$ cat config.mk
export PLATFORM = sky130hd
export DESIGN_NAME = qrs_sqrt_cell
export DESIGN_NICKNAME = d
export VERILOG_FILES = /design/src/rtl/qrs_pkg.sv /design/src/rtl/qrs_sqrt_cell.sv
export SDC_FILE = /design/constraint.sdc
export NUM_CORES = 1
export LEC_CHECK = 0
export BUFFER_PORTS_ARGS = -buffer_cell sky130_fd_sc_hd__buf_2
export CAP_MARGIN = 20
export CORE_AREA = 2 2 134 136
export DETAILED_ROUTE_END_ITERATION = 16
export DIE_AREA = 0 0 136 138
export GPL_ROUTABILITY_DRIVEN = 0
export PLACE_DENSITY = 0.75
export SLEW_MARGIN = 20
export SYNTH_ARGS = -nofsm -noshare
export SYNTH_HDL_FRONTEND = slang
export SYNTH_SLANG_ARGS = --single-unit
$ cat constraint.sdc
create_clock -name clock -period 3.25 [get_ports clock]
set_input_delay 0.65 -clock clock [delete_from_list [all_inputs] [get_ports clock]]
set_output_delay 0.65 -clock clock [all_outputs]
set_load 0.005 [all_outputs]
$ cat src/rtl/qrs_pkg.sv
// ----------------------------------------------------------------------------
// qrs_pkg
// shared constants and types for the quadratic root solver
// ----------------------------------------------------------------------------
`default_nettype none

package qrs_pkg;

   localparam int COEF_WIDTH_DEF = 16;
   localparam int ROOT_WIDTH_DEF = 32;

   // roots come out in q.16, coefficients are q.8, so -b is scaled by 2^15
   // and the square root is taken of d * 2^30
   localparam int FRAC_SHIFT = 15;
   localparam int RAD_SHIFT  = 2 * FRAC_SHIFT;

   localparam int STATUS_W = 2;
   localparam logic [STATUS_W-1:0] STATUS_NONE  = 2'd0;
   localparam logic [STATUS_W-1:0] STATUS_ONE   = 2'd1;
   localparam logic [STATUS_W-1:0] STATUS_TWO   = 2'd2;
   localparam logic [STATUS_W-1:0] STATUS_AZERO = 2'd3;

   // per-stage control that travels with every request
   typedef struct packed {
      logic valid;
      logic a_zero;
      logic d_neg;
      logic d_zero;
   } qrs_ctrl_type;

endpackage

`default_nettype wire

$ cat src/rtl/qrs_sqrt_cell.sv
// ----------------------------------------------------------------------------
// qrs_sqrt_cell
// one result bit of the digit-by-digit square root, registered
// ----------------------------------------------------------------------------
`default_nettype none

module qrs_sqrt_cell #(
   parameter int CW = 16,
   parameter int SW = 33
) (
   input  wire logic                 clock,
   input  wire logic                 reset,
   input  wire logic                 en,
   input  wire qrs_pkg::qrs_ctrl_type ctrl_in,
   input  wire logic [CW-1:0]        a_in,
   input  wire logic [CW-1:0]        b_in,
   input  wire logic [2*SW-1:0]      rad_in,
   input  wire logic [SW:0]          rem_in,
   input  wire logic [SW-1:0]        root_in,
   output qrs_pkg::qrs_ctrl_type     ctrl_out,
   output logic      [CW-1:0]        a_out,
   output logic      [CW-1:0]        b_out,
   output logic      [2*SW-1:0]      rad_out,
   output logic      [SW:0]          rem_out,
   output logic      [SW-1:0]        root_out
);

   qrs_pkg::qrs_ctrl_type ctrl_ff;
   logic [CW-1:0]   a_ff, b_ff;
   logic [2*SW-1:0] rad_ff, rad_in_w;
   logic [SW:0]     rem_ff, rem_in_w;
   logic [SW-1:0]   root_ff, root_in_w;
   logic [SW+2:0]   r_sh, trial;
   logic            ge;

   always_comb begin
      r_sh      = {rem_in, rad_in[2*SW-1 -: 2]};
      trial     = {1'b0, root_in, 2'b01};
      ge        = (r_sh >= trial);
      rem_in_w  = ge ? (SW+1)'(r_sh - trial) : (SW+1)'(r_sh);
      root_in_w = {root_in[SW-2:0], ge};
      rad_in_w  = {rad_in[2*SW-3:0], 2'b00};
   end

   always_ff @(posedge clock) begin
      if (reset) begin
         ctrl_ff <= '0;
      end else if (en) begin
         ctrl_ff <= ctrl_in;
      end
   end

   always_ff @(posedge clock) begin
      if (en) begin
         a_ff    <= a_in;
         b_ff    <= b_in;
         rad_ff  <= rad_in_w;
         rem_ff  <= rem_in_w;
         root_ff <= root_in_w;
      end
   end

   assign ctrl_out = ctrl_ff;
   assign a_out    = a_ff;
   assign b_out    = b_ff;
   assign rad_out  = rad_ff;
   assign rem_out  = rem_ff;
   assign root_out = root_ff;

endmodule

`default_nettype wire

# Word level (Yosys, flattened, before mapping)

Index checks and enable logic that the tools add are counted.
W data, S select, Z words.

Register bits after elaboration: 167
Bits of input ports: 172
Output and inout port bits: 169
Word-level logic and storage cells: 12

Add/subtract/negate cells: 1
$lt $le $gt $ge: 1
Muxes and demuxes: 1

Operators with widths:

| cell             | number |
|---|---|
| $ge A36 B35 Y1   | 1 |
| $mux W34         | 1 |
| $sub A34 B34 Y34 | 1 |

# Logic depth before layout (Yosys ltp)

Gate-level depths: netlist of the first run.

Word-level depth: 2
Mapped depth: 13
Gate-level depth less buffers: 10

# Worst setup path before layout of the first run

No wires, ideal clock.

Kind: input -> register
Start point: in root_in[15]
End point: reg rem_ff[29], in the netlist rem_out[29], data pin
Library setup time: 0.267 ns
Arrival time: 2.716 ns
Data required time: 2.983 ns
Path slack: 0.267 ns
Stages on the path: 13
Path buffers: 3
Cell sequence: inv_1 -> ha_1 -> buf_2 -> and3_1 -> nand2_1 -> or3_1 -> o211ai_1 -> nor3_1 -> a22o_1 -> buf_6 -> buf_2 -> mux2i_1 -> o211ai_1

Cells in the longest elaborated chain, start to end: 2
Elaborated cells on any way between the ends: 3
Those cells by class: 1 x add/sub; 1 x order compare; 1 x mux

Ends and longest elaborated chain:

| what                                               | RTL line                                 | source |
|---|---|---|
| start, declared                                    | qrs_sqrt_cell.sv:19                      | `input wire logic [SW-1:0] root_in,` |
| $sub A34 B34 Y34 or $ge A36 B35 Y1 (tied branches) | qrs_sqrt_cell.sv:40, qrs_sqrt_cell.sv:39 |  |
| $mux W34 *                                         | qrs_sqrt_cell.sv:40                      | `rem_in_w = ge ? (SW+1)'(r_sh - trial) : (SW+1)'(r_sh);` |
| net rem_in_w[29]                                   | qrs_sqrt_cell.sv:31                      | `logic [SW:0] rem_ff, rem_in_w;` |
| end signal, assigned                               | qrs_sqrt_cell.sv:58                      | `rem_ff <= rem_in_w;` |
| end, declared                                      | qrs_sqrt_cell.sv:31                      |  |

Mark *: on every way through the listed nets, which the timed path passes. The rest lies on a longest branch.
A chain may end at the register's enable or synchronous reset.

# Worst setup path after layout of the first run

Start point: in root_in[2]
End point: reg rem_ff[33], in the netlist rem_out[33], data pin

The elaborated chain is that of the path after synthesis.

==> summary.md, run 1 <==
| Metric | Value |
|---|---|
| Run status | complete, no violations |
| Worst Reg-to-Reg Cells | 2 |
| Peak fanout along the critical path | 5 |
| Post-synth cell types | 59 |
| Die Y | around 140 um |
| CP endpoint kind | register |
| Cell Chain, Critical Path | buf_2, inv_1, ha_1, o211ai_1, o211a_1, nor3_1, o311ai_1, a21oi_1, o21ai_0, a2111oi_1, a221oi_2 |
| Leakage | 4.701 nW |
| Synth cell count leaders | 163 x edfxtp_1, 47 x inv_1, 47 x nand2_1 |
| Final instance area | just over 10,000 um2 |
| Switch Pwr | about 1.5 mW |
| Gate Count Post-Synth | 563 |
| Share of the synthesized area in the top cell type | ~65% |
| Cell internal pwr | 4.087 mW |
| Slowest library cell on the worst path | a2111oi_1 |
| Slew HR | a little under three fifths |
| Area delta synth->final | 37.23% |
| 1st-iter DRT viols | 289 |
| Total wire length | 21,090 um |
| Crit Path Class | in -> reg |
| Post-route ant nets | 0 |
| Die Footprint | 18,770 um2 |
| CTS buffer count | 17 |
| Startpoint Class | input port |
| Setup TNS | 0 ns |
| Cts hold-fix bufs | 0 |
| # setup viols final | 0 |
| Fin nets | between 1,000 and 1,500 |
| Slew @ Worst Pin | roughly 0.67 ns |
| Total power per unit cell area | 543.5 nW/um2 |
| Gr usage total | between 20% and 30% |
| Critical path data arrival time | about 3.0 ns |
| Synthesis Warnings | 0 |
| Final hold vios | 0 |
| Final worst path period share | roughly nine tenths |
| Die span in x | 136 um |
| HP Class | in -> reg |
| Dominant synthesized flop cell | edfxtp_1 |
| WP data required | 3.40 ns |
| CORE AREA | roughly 18,000 um2 |
| Net Sw Frac | ~27% |
| Post-CTS Repair Setup Buffers | 0 |
| DRC | 0 |
| Minimum clock period | 2.890 ns |
| Worst VDD drop | roughly 0.39 mV |
| Number of vias per cell | 4.990 |
| Vias in the first global route | between 5,000 and 6,000 |
| Max-Cap Viols | 0 |
| Flop pwr share | a little under half |
| Dpl cell area | 9696 um2 |
| Ranking of synthesized cells by area | edfxtp_1 65%, ha_1 5.8%, inv_1 2.4%, nand2_1 2.4%, o21ai_0 2.2% |
| Post-DP HPWL | 16,780 um |
| CP max stage delay | about 0.5 ns |
| Clock latency on the worst-skew pair | roughly 0.43 ns |
| Resize count post-CTS | 0 |
| # IOs | between 300 and 400 |
| Unrepaired setup endpoints after global routing | no |
| Pre-CTS WS | -0.03301 ns |
| WHS | 0.3942 ns |
| Rows | 49 |
| Synth area leader | edfxtp_1 |
| Largest net degree at the start of global routing | 73 |
| Syn_area_per_cell | 13.30 um2 |
| Vias | between 5,000 and 6,000 |
| CTS H-Tree Depth | 4 |
| Clk buf depth | 2 |
| Worst-path clk slew | ~0.07 ns |
| First-pass GRT wire length | between 30,000 and 40,000 um |
| Sequential-to-total area share from yosys stat | between 60 and 70% |
| Mapped Area | 7487 um2 |
| Max Clock Freq | 0.3461 GHz |
| Final worst slack | about 0.36 ns |
| Logic pwr share | between 15 and 20% |
| Clk pwr share | 35.0% |
| Drt wl/cell | approximately 18 um |
| Starting Density | between 40% and 50% |
| Clk Tree Root Cell | clkbuf_16 |
| CTS tree | yes |
| Non-Filler Instances | about 1,200 |
| Pre-antenna DRT Iters | 4 |
| Worst hold stages | 1 |
| Total grt overflow | 0 |
| DP Cell Count | 1,148 |
| Async SR Flop Fraction | 0% |
| Post-synth EDFFs | around 160 |
| Number of port buffers | 338 |
| Clk_skew | 0 ns |
| #FFs+latches synth | roughly 170 |
| Share of layout cells above drive strength 1 | between 40 and 50% |
| Slew Viols, Final | 0 |
| Initial antenna violation count | 3 |
| Cell with the most instances after synthesis | edfxtp_1 |
| Num Clock Sinks | 167 |
-- kinds of logic (layout without fill, tap and decap cells) --
kind of cell    Yosys count  count (layout)  share of synthesized area, %
simple gates            128             128                         8.289
other cells               1               3                       0.05009
xor+xnor                 20              20                         2.340
flops                   167             167                         66.44
mux                       6               6                        0.8189
compound gates          141             141                         12.65
buf+inv                  65             452                         3.559
fa+ha+maj                35              35                         5.849
-- layout make-up --
type	count	area, um2
diodes	1	2.502
clock buffers	17	425.4
clock inverters	15	151.4
fillers	1464	7259
inverters	48	180.2
multi-input cells	332	2251
flip-flops and latches	167	4975
well taps	229	286.5
repair buffers	372	2003
-- stage by stage --
stage / total power [mW] / util, %
finish: 5.584 / 58.60
floorplan: 3.140 / -
detailed placement: 3.679 / 55.29
global placement: 3.654 / 55.29
global route: 5.828 / 58.60
CTS: 5.640 / 58.58
-- worst paths after layout --
| path | from | slack (ns) | endpoint |
|---|---|---|---|
| setup / recovery | root_in[2] | 0.36 | rem_out[33]$_DFFE_PP_ |
| hold / removal | rad_in[9] | 0.39 | rad_out[11]$_DFFE_PP_ |
| setup reg to reg | ctrl_out[1]$_SDFFE_PP0P_ | 2.62 | ctrl_out[1]$_SDFFE_PP0P_ |
| hold reg to reg | ctrl_out[2]$_SDFFE_PP0P_ | 0.49 | ctrl_out[2]$_SDFFE_PP0P_ |
-- sequential cells by signal, indices dropped and copies added (netlist names) --
register  cells
ctrl_out      4
root_out     33
rem_out      34
rad_out      64
a_out        16
b_out        16
-- critical path: cells and delay by family --
kind,cells,cell delay [ns]
AOI/OAI and AO/OA,7,1.62
adders and majority gates,1,0.37
and+or+nand+nor,1,0.28
buffers and inverters,2,0.13
-- layout by cell type, fill, tap and decap left out, drive strengths merged, types with 3 or more instances in the layout --
cell,instances
buf,372
edfxtp,163
inv,57
nand2,47
o21ai,36
ha,35
a21oi,29
nor2,25
a21o,18
clkbuf,17
xnor2,13
nor3,12
o21bai,9
o31ai,9
o21a,8
and3,8
nand4,7
xor2,7
nand2b,6
nand3,5
o211ai,5
mux2i,5
clkinv,5
a21boi,4
dfxtp,4
a31o,4
and2,4
nor2b,3
and4,3
or3,3
-- power by group through the flow --
stage / clock, mW / combinational (mW) / sequential, mW
floorplan: 0 / 0.404 / 2.74
global placement: 0 / 0.958 / 2.70
detailed placement: 0 / 0.974 / 2.71
CTS: 2.00 / 0.980 / 2.66
global route: 2.08 / 1.07 / 2.68
finish: 1.96 / 0.971 / 2.66
-- routing by layer --
layer,GRT usage [%],part of all wire [%],vias to the layer above
li1,-,-,2849
met1,23.90,37,2771
met2,39.86,53,232
met3,5.831,7.3,37
met4,8.498,2.9,4
met5,0,0.15,-
(Power assumes the default switching activity.)
==> run 2: changes to the inputs <==
- ABC_AREA: not set -> 1
- CORE_AREA: 2 2 134 136 -> not set
- CORE_ASPECT_RATIO: not set -> 1.2
- CORE_MARGIN: not set -> 2
- CORE_UTILIZATION: not set -> 48
- DIE_AREA: 0 0 136 138 -> not set
- PLACE_DENSITY: 0.75 -> 0.8
- REMOVE_ABC_BUFFERS: not set -> 1
==> run 2 against run 1 <==
  * Global-route usage rose by 4.7 points
  * Register-to-register slack improved by 0.03 ns
  * Final cell count is 20% higher
  * Core utilization is 5.3 points higher
  * Clock skew stayed put
  * Clock power rose by 4%
  * Via count increased by 17%
  * Worst hold slack lost 0.00050 ns
  * Design area grew 4.0%
  * Fmax is 18% higher
  * Critical path type unchanged
  * Die area decreased by 4.1%
==> summary.md, run 2 <==
| Metric | Value |
|---|---|
| Total power per unit cell area | between 500 and 600 nW/um2 |
| # IOs | 341 |
| Synth cell count leaders | 295 x nand2_1, 163 x edfxtp_1, 142 x inv_1 |
| Peak fanout along the critical path | 37 |
| Slew Viols, Final | 0 |
| Unrepaired setup endpoints after global routing | no |
| Clk_skew | 0 ns |
| Post-synth cell types | 26 |
| DP Cell Count | ~1,400 |
| Largest net degree at the start of global routing | 82 |
| DRC | 0 |
| Number of vias per cell | just under 5 |
| Synthesis Warnings | 0 |
| Ranking of synthesized cells by area | edfxtp_1 60%, nand2_1 14%, inv_1 6.6%, ha_1 5.4%, nor2_1 2.4% |
| Clk pwr share | between 30% and 40% |
| CP endpoint kind | register |
| # setup viols final | 0 |
| CORE AREA | approximately 17,000 um2 |
| Worst hold stages | 1 |
| Final worst path period share | 75.57% |
| Run status | complete, no violations |
| Number of flip-flops in the largest register | 64 |
| Minimum clock period | between 2 and 2.5 ns |
| Rows | 52 |
| Uppermost routed layer | met4 |
| Starting Density | between 40% and 50% |
| Max-Cap Viols | 0 |
| Wl on met1 | about 8500 um |
| CTS H-Tree Depth | 4 |
| Net Sw Frac | a little over a quarter |
| Worst Reg-to-Reg Cells | 2 |
| Multi-input gate area | ~2500 um2 |
| Resize count post-CTS | 0 |
| Max Clock Freq | 0.4072 GHz |
| Total grt overflow | 0 |
| Initial antenna violation count | 1 |
| Area delta synth->final | 31.45% |
| WP data required | between 3 and 4 ns |
| Reg area | 4975 um2 |
| CTS tree | yes |
| Die Footprint | ~18,000 um2 |
| CTS buffer count | 17 |
| Die Y | between 100 and 150 um |
| Cts hold-fix bufs | 0 |
| Setup TNS | 0 ns |
| Clock latency on the worst-skew pair | between 0.4 and 0.5 ns |
| Share of the synthesized area in the top cell type | 60.22% |
| HP Class | in -> reg |
| Leakage | around 5.4 nW |
| Total wire length | about 24,000 um |
| Mapped Area | between 8000 and 9000 um2 |
| Critical path data arrival time | between 2 and 3 ns |
| Flop pwr share | 46.5% |
| Worst-path clk slew | 0.07 ns |
| Met3 routed WL | around 2600 um |
| Fillers | 1,360 |
| Cell with the most instances after synthesis | nand2_1 |
| Post-route ant nets | 0 |
| Logic pwr share | approximately 18% |
| Syn_area_per_cell | around 10 um2 |
| Pre-antenna DRT Iters | 6 |
| Share of layout cells above drive strength 1 | ~33% |
| Final worst slack | between 0.7 and 0.8 ns |
| Dominant synthesized flop cell | edfxtp_1 |
| Slew @ Worst Pin | between 0.7 and 0.8 ns |
| 1st-iter DRT viols | between 600 and 700 |
| Cell internal pwr | ~4.2 mW |
| First-pass GRT wire length | 35,370 um |
| Crit Path Class | in -> reg |
| #FFs+latches synth | 167 |
| Drt wl/cell | approximately 17 um |
| Startpoint Class | input port |
| Vias in the first global route | 6,794 |
| Most frequent cells in the layout | 337 x buf_2, 295 x nand2_1, 163 x edfxtp_1 |
| Gate Count Post-Synth | 832 |
| Post-synth EDFFs | 163 |
| Metal2 WL | 12,170 um |
| Slew HR | 48.05% |
| Final hold vios | 0 |
| Worst VDD drop | ~0.29 mV |
| Fin nets | roughly 1,400 |
| Clk Tree Root Cell | clkbuf_16 |
| Post-DP HPWL | about 19,000 um |
| Non-Filler Instances | ~1,400 |
| Sequential-to-total area share from yosys stat | 61.21% |
| Number of port buffers | roughly 340 |
| Vias | roughly 7,000 |
| Pre-CTS WS | 0.4015 ns |
| Die span in x | 122.8 um |
| Synth area leader | edfxtp_1 |
| Commonest non-fill, non-tap cell in the layout | buf_2 |
| Num Clock Sinks | approximately 170 |
| Gr usage total | a little over a quarter |
| Switch Pwr | between 1.5 and 2 mW |
| Async SR Flop Fraction | 0% |
| Post-CTS Repair Setup Buffers | 0 |
| Clk buf depth | 2 |
-- run 2: cell count changes after synthesis, moves of 8 or more --
| cell | delta |
|---|---|
| o21a_1 | -8 |
| nand3_1 | +33 |
| nor2_1 | +27 |
| a21o_1 | -18 |
| o31ai_1 | -9 |
| inv_1 | +95 |
| nor3_1 | -9 |
| xor2_1 | +8 |
| nand2_1 | +248 |
| o21ai_0 | -20 |
| clkbuf_1 | -10 |
| xnor2_1 | -10 |
-- run 2: power by group through the flow --
stage	registers [mW]	clock network, mW	logic, mW
after floorplan	2.73	0	0.441
after global placement	2.69	0	0.969
after detailed placement	2.70	0	0.997
after CTS	2.66	2.08	1.00
after global routing	2.67	2.16	1.12
final	2.65	2.04	1.01
-- run 2: cells by family (layout without fill, tap and decap cells) --
| logic type | after synthesis | count (layout) | synth area share [%] |
|---|---|---|---|
| adder cells (fa/ha/maj) | 35 | 35 | 5.388 |
| AND/OR/NAND/NOR | 415 | 415 | 20.95 |
| buffers and inverters | 151 | 518 | 7.512 |
| AO/OA/AOI/OAI | 45 | 45 | 2.956 |
| other | 1 | 3 | 0.04614 |
| flip-flops | 167 | 167 | 61.21 |
| XOR/XNOR | 18 | 18 | 1.940 |
-- run 2: metrics by stage --
step           utilization, %  area, um2  hold WS, ns  power (mW)
2_1_floorplan               -       8060       0.4495       3.170
3_3_place_gp            60.32      10090       0.4448       3.661
3_5_place_dp            60.32      10090       0.4606       3.695
4_1_cts                 63.88      10680       0.3813       5.739
5_1_grt                 63.90      10680       0.3725       5.947
6_report                63.90      10680       0.3937       5.702
-- run 2: per-layer routing --
metal | vias up | global-route usage (%)
li1 | 3386 | -
met1 | 3136 | 28.00
met2 | 338 | 46.24
met3 | 63 | 9.648
met4 | 0 | 12.64
met5 | - | 0
-- run 2: worst max-delay path, stage by stage --
cell,delay (ns)
buf_2,0.09
inv_1,0.05
ha_1,0.33
a21oi_1,0.34
nand2_1,0.12
nand2_1,0.07
nand2_1,0.06
a21oi_2,0.12
nand2_1,0.09
nand2_2,0.11
nand2_8,0.18
inv_4,0.34
nand2_1,0.09
nand2_1,0.08
-- run 2: final timing paths --
check	from	endpoint	slack, ns
worst min register to register	ctrl_out[0]$_SDFFE_PP0P_	ctrl_out[0]$_SDFFE_PP0P_	0.46
worst min-delay path	a_in[7]	a_out[7]$_DFFE_PP_	0.39
worst max-delay path	root_in[21]	rem_out[14]$_DFFE_PP_	0.79
worst max register to register	ctrl_out[1]$_SDFFE_PP0P_	ctrl_out[1]$_SDFFE_PP0P_	2.65
-- run 2: final cells by class --
class,count,area share [%]
antenna,1,0.02342
clock buffer,17,3.982
clock inverter,14,1.593
inverter,143,5.047
multi-input combinational,515,23.83
sequential,167,46.56
tap,216,2.530
timing repair buffer,344,16.43
